<file path="config.mk">
export PLATFORM = sky130hd
export DESIGN_NAME = triple_bcd_digit_mux_driver
export DESIGN_NICKNAME = d
export VERILOG_FILES = /design/src/hdl/tbdm_pkg.sv /design/src/hdl/tbdm_front.sv /design/src/hdl/tbdm_fifo.sv /design/src/hdl/tbdm_back.sv /design/src/hdl/triple_bcd_digit_mux_driver.sv
export VERILOG_INCLUDE_DIRS = /design/src /design/src/hdl
export SDC_FILE = /design/constraint.sdc
export NUM_CORES = 1
export LEC_CHECK = 0
export ABC_AREA = 1
export BUFFER_PORTS_ARGS = -buffer_cell sky130_fd_sc_hd__buf_2
export CAP_MARGIN = 10
export CELL_PAD_IN_SITES_DETAIL_PLACEMENT = 0
export CELL_PAD_IN_SITES_GLOBAL_PLACEMENT = 2
export CORE_ASPECT_RATIO = 0.7
export CORE_MARGIN = 2
export CORE_UTILIZATION = 40
export CTS_CLUSTER_SIZE = 28
export DETAILED_ROUTE_END_ITERATION = 12
export GPL_ROUTABILITY_DRIVEN = 0
export MAX_ROUTING_LAYER = met4
export PLACE_DENSITY_LB_ADDON = 0.1
export SYNTH_ARGS = -nofsm -noshare
export SYNTH_HDL_FRONTEND = slang
export SYNTH_SLANG_ARGS = --single-unit
</file>
<file path="constraint.sdc">
create_clock -name clk_i -period 3.8 [get_ports clk_i]
set_input_delay 0.19 -clock clk_i [delete_from_list [all_inputs] [get_ports clk_i]]
set_output_delay 0.19 -clock clk_i [all_outputs]
set_load 0.005 [all_outputs]
</file>
<file path="src/hdl/triple_bcd_digit_mux_driver_defines.svh">
// Assertion helpers shared by the driver modules.
`ifndef TRIPLE_BCD_DIGIT_MUX_DRIVER_DEFINES_SVH
`define TRIPLE_BCD_DIGIT_MUX_DRIVER_DEFINES_SVH

// Check a property on every rising clock edge outside reset.
`define TBDM_ASSERT(lbl, clk, rstn, prop, msg) \
  lbl: assert property (@(posedge clk) disable iff (!rstn) prop) \
    else $error(msg);

// Check an implication on every rising clock edge outside reset.
`define TBDM_ASSERT_IMP(lbl, clk, rstn, ante, cons, msg) \
  lbl: assert property (@(posedge clk) disable iff (!rstn) (ante) |-> (cons)) \
    else $error(msg);

`endif

</file>
<file path="src/hdl/tbdm_pkg.sv">
`timescale 1ns / 1ps

package tbdm_pkg;

  localparam int unsigned ValueW     = 10;
  localparam int unsigned DigitW     = 4;
  localparam int unsigned DisplayMax = 999;
  localparam int unsigned QueueDepth = 2;

  typedef enum logic [1:0] {
    DIG_HUNDREDS = 2'd0,
    DIG_TENS     = 2'd1,
    DIG_UNITS    = 2'd2
  } digit_e;

  typedef struct packed {
    logic [DigitW-1:0] hun;
    logic [DigitW-1:0] ten;
    logic [DigitW-1:0] one;
  } digits_t;

  typedef struct packed {
    logic    bad;
    logic    dec;
    digits_t a;
    digits_t b;
    digits_t c;
  } entry_t;

endpackage

</file>
<file path="src/hdl/tbdm_front.sv">
`timescale 1ns / 1ps

module tbdm_front (
  input  logic                          in_valid_i,
  output logic                          in_ready_o,
  input  logic [tbdm_pkg::ValueW-1:0]   value_a_i,
  input  logic [tbdm_pkg::ValueW-1:0]   value_b_i,
  input  logic [tbdm_pkg::ValueW-1:0]   value_c_i,
  input  logic                          decimal_mode_i,
  input  logic                          full_i,
  output logic                          push_o,
  output tbdm_pkg::entry_t              entry_o
);
  import tbdm_pkg::*;

  function automatic digits_t to_bcd(input logic [ValueW-1:0] v);
    logic [15:0] prod_h;
    logic [3:0]  hun;
    logic [9:0]  hun_x100;
    logic [9:0]  rem_full;
    logic [6:0]  rem;
    logic [14:0] prod_t;
    logic [3:0]  ten;
    logic [6:0]  ten_x10;
    digits_t     d;
    prod_h   = 16'(v) * 16'd41;
    hun      = prod_h[15:12];
    hun_x100 = 10'(hun) * 10'd100;
    rem_full = v - hun_x100;
    rem      = rem_full[6:0];
    prod_t   = 15'(rem) * 15'd205;
    ten      = prod_t[14:11];
    ten_x10  = 7'(ten) * 7'd10;
    d.hun    = hun;
    d.ten    = ten;
    d.one    = 4'(rem - ten_x10);
    return d;
  endfunction

  logic a_over, b_over, c_over;

  always_comb begin
    a_over = value_a_i > ValueW'(DisplayMax);
    b_over = value_b_i > ValueW'(DisplayMax);
    c_over = value_c_i > ValueW'(DisplayMax);
    entry_o.bad = decimal_mode_i ? a_over : (a_over | b_over | c_over);
    entry_o.dec = decimal_mode_i;
    entry_o.a   = to_bcd(value_a_i);
    entry_o.b   = to_bcd(value_b_i);
    entry_o.c   = to_bcd(value_c_i);
  end

  assign in_ready_o = !full_i;
  assign push_o     = in_valid_i && !full_i;

endmodule

</file>
<file path="src/hdl/tbdm_fifo.sv">
`timescale 1ns / 1ps
`include "triple_bcd_digit_mux_driver_defines.svh"

module tbdm_fifo #(
  parameter int unsigned Depth = tbdm_pkg::QueueDepth
) (
  input  logic             clk_i,
  input  logic             rst_ni,
  input  logic             push_i,
  input  tbdm_pkg::entry_t entry_i,
  output logic             full_o,
  input  logic             pop_i,
  output logic             empty_o,
  output tbdm_pkg::entry_t head_o
);
  import tbdm_pkg::*;

  localparam int unsigned PtrW = (Depth > 1) ? $clog2(Depth) : 1;
  localparam int unsigned CntW = $clog2(Depth + 1);

  entry_t          mem_q [Depth];
  logic [PtrW-1:0] wr_ptr_q, wr_ptr_d;
  logic [PtrW-1:0] rd_ptr_q, rd_ptr_d;
  logic [CntW-1:0] count_q, count_d;

  always_comb begin
    wr_ptr_d = wr_ptr_q;
    rd_ptr_d = rd_ptr_q;
    count_d  = count_q;
    if (push_i) begin
      wr_ptr_d = (wr_ptr_q == PtrW'(Depth - 1)) ? '0 : wr_ptr_q + 1'b1;
    end
    if (pop_i) begin
      rd_ptr_d = (rd_ptr_q == PtrW'(Depth - 1)) ? '0 : rd_ptr_q + 1'b1;
    end
    case ({push_i, pop_i})
      2'b10:   count_d = count_q + 1'b1;
      2'b01:   count_d = count_q - 1'b1;
      default: count_d = count_q;
    endcase
  end

  always_ff @(posedge clk_i or negedge rst_ni) begin
    if (!rst_ni) begin
      wr_ptr_q <= '0;
      rd_ptr_q <= '0;
      count_q  <= '0;
    end else begin
      wr_ptr_q <= wr_ptr_d;
      rd_ptr_q <= rd_ptr_d;
      count_q  <= count_d;
    end
  end

  always_ff @(posedge clk_i) begin
    if (push_i) begin
      mem_q[wr_ptr_q] <= entry_i;
    end
  end

  assign full_o  = count_q == CntW'(Depth);
  assign empty_o = count_q == '0;
  assign head_o  = mem_q[rd_ptr_q];

  `TBDM_ASSERT(a_count_bound, clk_i, rst_ni, count_q <= CntW'(Depth), "queue count overflow")
  `TBDM_ASSERT_IMP(a_no_push_full, clk_i, rst_ni, full_o, !push_i, "push into full queue")
  `TBDM_ASSERT_IMP(a_no_pop_empty, clk_i, rst_ni, empty_o, !pop_i, "pop from empty queue")

endmodule

</file>
<file path="src/hdl/tbdm_back.sv">
`timescale 1ns / 1ps
`include "triple_bcd_digit_mux_driver_defines.svh"

module tbdm_back (
  input  logic                          clk_i,
  input  logic                          rst_ni,
  input  logic                          empty_i,
  input  tbdm_pkg::entry_t              head_i,
  output logic                          pop_o,
  output logic                          out_valid_o,
  input  logic                          out_ready_i,
  output logic                          status_o,
  output logic [1:0]                    digit_index_o,
  output logic [tbdm_pkg::DigitW-1:0]   bcd_a_o,
  output logic [tbdm_pkg::DigitW-1:0]   bcd_b_o,
  output logic [tbdm_pkg::DigitW-1:0]   bcd_c_o,
  output logic                          point_lit_o,
  output logic                          last_o
);
  import tbdm_pkg::*;

  digit_e              pos_q, pos_d;
  logic                out_valid_q, out_valid_d;
  logic                status_q, status_d;
  digit_e              digit_q, digit_d;
  logic [DigitW-1:0]   bcd_a_q, bcd_a_d;
  logic [DigitW-1:0]   bcd_b_q, bcd_b_d;
  logic [DigitW-1:0]   bcd_c_q, bcd_c_d;
  logic                point_q, point_d;
  logic                last_q, last_d;
  logic                advance, emit;

  function automatic logic [DigitW-1:0] pick(input digits_t d, input digit_e p);
    logic [DigitW-1:0] r;
    unique case (p)
      DIG_HUNDREDS: r = d.hun;
      DIG_TENS:     r = d.ten;
      DIG_UNITS:    r = d.one;
      default:      r = '0;
    endcase
    return r;
  endfunction

  always_comb begin
    advance     = !out_valid_q || out_ready_i;
    emit        = advance && !empty_i;
    pop_o       = emit && (head_i.bad || pos_q == DIG_UNITS);
    pos_d       = pos_q;
    out_valid_d = out_ready_i ? 1'b0 : out_valid_q;
    if (emit) begin
      out_valid_d = 1'b1;
      pos_d       = pop_o ? DIG_HUNDREDS : digit_e'(pos_q + 2'd1);
    end
    if (head_i.bad) begin
      status_d = 1'b1;
      digit_d  = DIG_HUNDREDS;
      bcd_a_d  = '0;
      bcd_b_d  = '0;
      bcd_c_d  = '0;
      point_d  = 1'b0;
      last_d   = 1'b1;
    end else begin
      status_d = 1'b0;
      digit_d  = pos_q;
      bcd_a_d  = pick(head_i.a, pos_q);
      bcd_b_d  = pick(head_i.b, pos_q);
      bcd_c_d  = pick(head_i.c, pos_q);
      point_d  = head_i.dec && (pos_q == DIG_TENS);
      last_d   = pos_q == DIG_UNITS;
    end
  end

  always_ff @(posedge clk_i or negedge rst_ni) begin
    if (!rst_ni) begin
      pos_q       <= DIG_HUNDREDS;
      out_valid_q <= 1'b0;
    end else begin
      pos_q       <= pos_d;
      out_valid_q <= out_valid_d;
    end
  end

  always_ff @(posedge clk_i) begin
    if (emit) begin
      status_q <= status_d;
      digit_q  <= digit_d;
      bcd_a_q  <= bcd_a_d;
      bcd_b_q  <= bcd_b_d;
      bcd_c_q  <= bcd_c_d;
      point_q  <= point_d;
      last_q   <= last_d;
    end
  end

  assign out_valid_o   = out_valid_q;
  assign status_o      = status_q;
  assign digit_index_o = digit_q;
  assign bcd_a_o       = bcd_a_q;
  assign bcd_b_o       = bcd_b_q;
  assign bcd_c_o       = bcd_c_q;
  assign point_lit_o   = point_q;
  assign last_o        = last_q;

  `TBDM_ASSERT_IMP(a_reject_single, clk_i, rst_ni, out_valid_q && status_q,
                   last_q && digit_q == DIG_HUNDREDS, "reject result not single")
  `TBDM_ASSERT_IMP(a_point_tens, clk_i, rst_ni, out_valid_q && point_q,
                   digit_q == DIG_TENS && !status_q, "point lit off tens strobe")
  `TBDM_ASSERT(a_digit_order, clk_i, rst_ni,
               (out_valid_q && out_ready_i && !last_q) |=>
               (!out_valid_q || digit_q == digit_e'($past(digit_q) + 2'd1)),
               "digit strobe out of order")

endmodule

</file>
<file path="src/hdl/triple_bcd_digit_mux_driver.sv">
`timescale 1ns / 1ps

// Takes one request holding three 10-bit display values and a decimal-mode flag and
// returns the digits for three shared-strobe 3-digit displays: hundreds, tens, then
// units, one result per cycle unless out_ready holds the output, with last set on
// the units result. A rejected request (a checked value above 999) returns a single
// result with status set. The request is checked and converted to BCD in the cycle
// it is accepted and lands in a small queue (QueueDepth entries); a sequencer that
// emits one result per cycle unless stalled drains it into a registered output
// stage, so the first result passes through the queue and then the output stage.
// The queue takes new requests, while not full, as the sequencer drains older ones.
module triple_bcd_digit_mux_driver #(
  parameter int unsigned QueueDepth = tbdm_pkg::QueueDepth
) (
  input  logic                          clk_i,
  input  logic                          rst_ni,
  input  logic                          in_valid_i,
  output logic                          in_ready_o,
  input  logic [tbdm_pkg::ValueW-1:0]   value_a_i,
  input  logic [tbdm_pkg::ValueW-1:0]   value_b_i,
  input  logic [tbdm_pkg::ValueW-1:0]   value_c_i,
  input  logic                          decimal_mode_i,
  output logic                          out_valid_o,
  input  logic                          out_ready_i,
  output logic                          status_o,
  output logic [1:0]                    digit_index_o,
  output logic [tbdm_pkg::DigitW-1:0]   bcd_a_o,
  output logic [tbdm_pkg::DigitW-1:0]   bcd_b_o,
  output logic [tbdm_pkg::DigitW-1:0]   bcd_c_o,
  output logic                          point_lit_o,
  output logic                          last_o
);
  import tbdm_pkg::*;

  logic   push, pop, full, empty;
  entry_t in_entry, head;

  tbdm_front u_front (
    .in_valid_i     (in_valid_i),
    .in_ready_o     (in_ready_o),
    .value_a_i      (value_a_i),
    .value_b_i      (value_b_i),
    .value_c_i      (value_c_i),
    .decimal_mode_i (decimal_mode_i),
    .full_i         (full),
    .push_o         (push),
    .entry_o        (in_entry)
  );

  tbdm_fifo #(
    .Depth (QueueDepth)
  ) u_fifo (
    .clk_i   (clk_i),
    .rst_ni  (rst_ni),
    .push_i  (push),
    .entry_i (in_entry),
    .full_o  (full),
    .pop_i   (pop),
    .empty_o (empty),
    .head_o  (head)
  );

  tbdm_back u_back (
    .clk_i         (clk_i),
    .rst_ni        (rst_ni),
    .empty_i       (empty),
    .head_i        (head),
    .pop_o         (pop),
    .out_valid_o   (out_valid_o),
    .out_ready_i   (out_ready_i),
    .status_o      (status_o),
    .digit_index_o (digit_index_o),
    .bcd_a_o       (bcd_a_o),
    .bcd_b_o       (bcd_b_o),
    .bcd_c_o       (bcd_c_o),
    .point_lit_o   (point_lit_o),
    .last_o        (last_o)
  );

endmodule
</file>
==> summary.txt <==
Timing
  • Min Tclk post-route: 6820 ps
  • Unrepaired setup endpoints after global routing: yes
  • Final period utilization: 180%
  • Total negative slack: -99110 ps
  • Peak Freq: 0.147 GHz
  • Least-Margin Pin Slew: 851 ps
  • # setup viols final: 44
  • Max transition margin: 43.1%
  • Clock skew: 5.37 ps
  • Setup WS post-layout: -3020 ps
  • Slew Viols, Final: 0
  • Final Hold Vio Count: 0

Setup path
  • Max incr delay on CP: 550 ps
  • Worst R2R Path Depth: 10
  • Reg-to-reg slack, setup: 1470 ps
  • Startpoint Class: primary input
  • Slowest-stage cell, CP: fa_2
  • Type of destination of the critical path: register
  • Worst path required time: 3900 ps
  • Worst path depth: 50
  • Worst Setup SP: value_b_i[6]
  • Critical path data arrival time: 6930 ps
  • Buf+Inv Stages, Crit Path: 40
  • Setup CP Type: in -> reg
  • Worst R2R Start: u_back.pos_q[0]
  • R2r endpoint: u_fifo.count_q[1]
  • CP top delay family: buffers and inverters
  • Crit path top cell by count: buf_4
  • Worst setup endpoint: u_fifo.mem_q[1][20]
  • Crit-path max FO: 4

Clocking
  • CTS root buf: clkbuf_16
  • Worst-path clk slew: 70 ps
  • Clock Sinks: 100
  • Clk_lat worst skew: 340 ps
  • Total CTS buffers: 9
  • Max Root-Sink Buffers: 2
  • H-tree depth: 3
  • CTS tree: done

Yosys
  • FFs w/ async S/R, synth: 7.00%
  • Synth warnings: 0
  • Most frequent cells after synthesis: 219 x ha_1, 205 x nand2_1, 183 x inv_1
  • Synth Cell Area: 0.00970 mm^2
  • Synth cell types: 33
  • Syn avg cell area: 9.15 um^2
  • Cell with the most instances after synthesis: ha_1
  • Number of synthesized flops with an enable pin: 93
  • Post-synth top area share: 28.8%
  • Yosys top cell by area: edfxtp_1
  • Synthesized Nets: 1356
  • Sequential element share of the synthesized area: 30.6%
  • Cells after Synth: 1060
  • Area contributors post-synth: edfxtp_1 29%, ha_1 28%, fa_1 8.7%
  • Register bit total from synthesis: 100
  • Primary FF master, synth: edfxtp_1

Detailed routing
  • Final ANT Viol Nets: 0
  • Residual DRC: 0
  • Drt first pass iters: 5
  • Vias/cell: 4.74
  • Drt wl/cell: 14.9 um
  • Detailed Route Iter0 Violations: 359
  • Via count: 8078
  • Final WL: 25.3 mm

Status
  • Status: finished, violations left
  • Failing checks: setup timing

Global route
  • Final global-route overflow total: 0
  • Antenna violations before repair: 0
  • Total GRT Usage: 20.6%
  • Vias in the first global route: 7914
  • Largest net degree at the start of global routing: 39
  • First-pass GRT wire length: 40.2 mm

Die
  • Die area: 0.0255 mm^2
  • Die Ht: 134 um
  • Starting Density: 40.9%
  • IO Count: 54
  • Core area: 0.0237 mm^2
  • Site Rows: 47
  • Die width: 190 um

Placed design
  • DP Area: 0.0123 mm^2
  • Setup WS pre-CTS: -3520 ps
  • Port Buffers: 53
  • Dpl hpwl: 18.9 mm

Finish
  • Ant. Diodes: 0
  • NumNets Final: 1676
  • Share of layout cells above drive strength 1: 48.5%
  • Fin area: 0.0151 mm^2
  • Area growth, synth to finish: 55.7%
  • Final core utilization: 63.7%

Run
  • Max-Cap Viols: 0

Worst hold path
  • HP Class: in -> reg
  • Hold Startpoint: out_ready_i
[sequential cells by signal, indices dropped and copies added (netlist names)]
register              flops
u_fifo.mem_q             76
u_back.bcd_a_o            4
u_back.bcd_b_o            4
u_back.bcd_c_o            4
u_back.digit_index_o      2
u_back.pos_q              2
u_fifo.count_q            2
u_back.last_o             1
u_back.out_valid_o        1
u_back.point_lit_o        1
u_back.status_o           1
u_fifo.rd_ptr_q           1
u_fifo.wr_ptr_q           1
[area by class of cell]
class | instances | area, um^2
inverters | 183 | 694
multi-input cells | 765 | 8220
clock inverters | 5 | 108
well taps | 318 | 398
clock buffers | 11 | 233
flip-flops and latches | 100 | 2970
repair buffers | 321 | 2470
fillers | 1931 | 8600
[metrics by stage]
step | cells | hold WS, ps
after floorplan | 1060 | -106
after global placement | 1591 | 35.3
after detailed placement | 1591 | 33.3
after CTS | 1689 | 40.7
after global routing | 1703 | 40.2
final | 1703 | 48.8
[timing repair]
item                                   4_1_cts  5_1_grt
setup endpoints to repair                   42       44
resized for setup                          167      176
hold buffers                                 1        0
endpoints found under the hold margin        7        0
buffers inserted                            92       24
pin swaps                                  124      175
[per-layer routing]
metal  vias to the layer above  track usage, %  wire length, um
li1                       4186               -                -
met1                      3780            31.7            13800
met2                        95            29.7            10700
met3                        17            2.33              629
met4                         0            2.67              159
met5                         -               -                0
[how the worst min path moves through the flow]
| stage | endpoint | slack (ps) | cells past startpoint |
|---|---|---|---|
| 4_1_cts | u_back.out_valid_o | 40 | 2 |
| 5_1_grt | u_back.out_valid_o | 40 | 2 |
| 2_1_floorplan | u_back.out_valid_o | -110 | 0 |
| 3_5_place_dp | u_fifo.rd_ptr_q | 30 | 1 |
| 6_report | u_back.out_valid_o | 50 | 2 |
| 3_3_place_gp | u_fifo.rd_ptr_q | 40 | 1 |
[logic make-up (layout without fill, tap and decap cells)]
| family | Yosys count | after routing | synth area share, % |
|---|---|---|---|
| xor+xnor | 24 | 24 | 2.17 |
| fa+ha+maj | 261 | 261 | 36.9 |
| buf+inv | 195 | 520 | 7.59 |
| flops | 100 | 100 | 30.6 |
| simple gates | 380 | 380 | 16.7 |
| compound gates | 100 | 100 | 6.05 |
[layout by cell type (no fill, tap or decap), types with 5 or more instances in the layout]
cell,instances
o221ai_1,12
nand2_2,60
nand3_2,21
o21ai_0,43
ha_1,116
nand2_4,26
fa_2,12
nand3b_1,6
a21oi_2,13
nor2_1,64
buf_8,8
inv_2,36
a21oi_4,11
nand4_1,14
nand2_1,124
dfrtp_1,7
nor2_4,6
ha_2,5
xor2_1,6
clkbuf_16,9
a21oi_1,7
buf_4,252
inv_1,144
fa_1,30
buf_6,22
nor2_2,16
edfxtp_1,93
xnor2_2,10
nand3_1,28
nand3_4,9
ha_4,98
buf_2,37
Power is not shown: default switching activity piles up to over one toggle a cycle in this logic, so the estimate is an artifact.
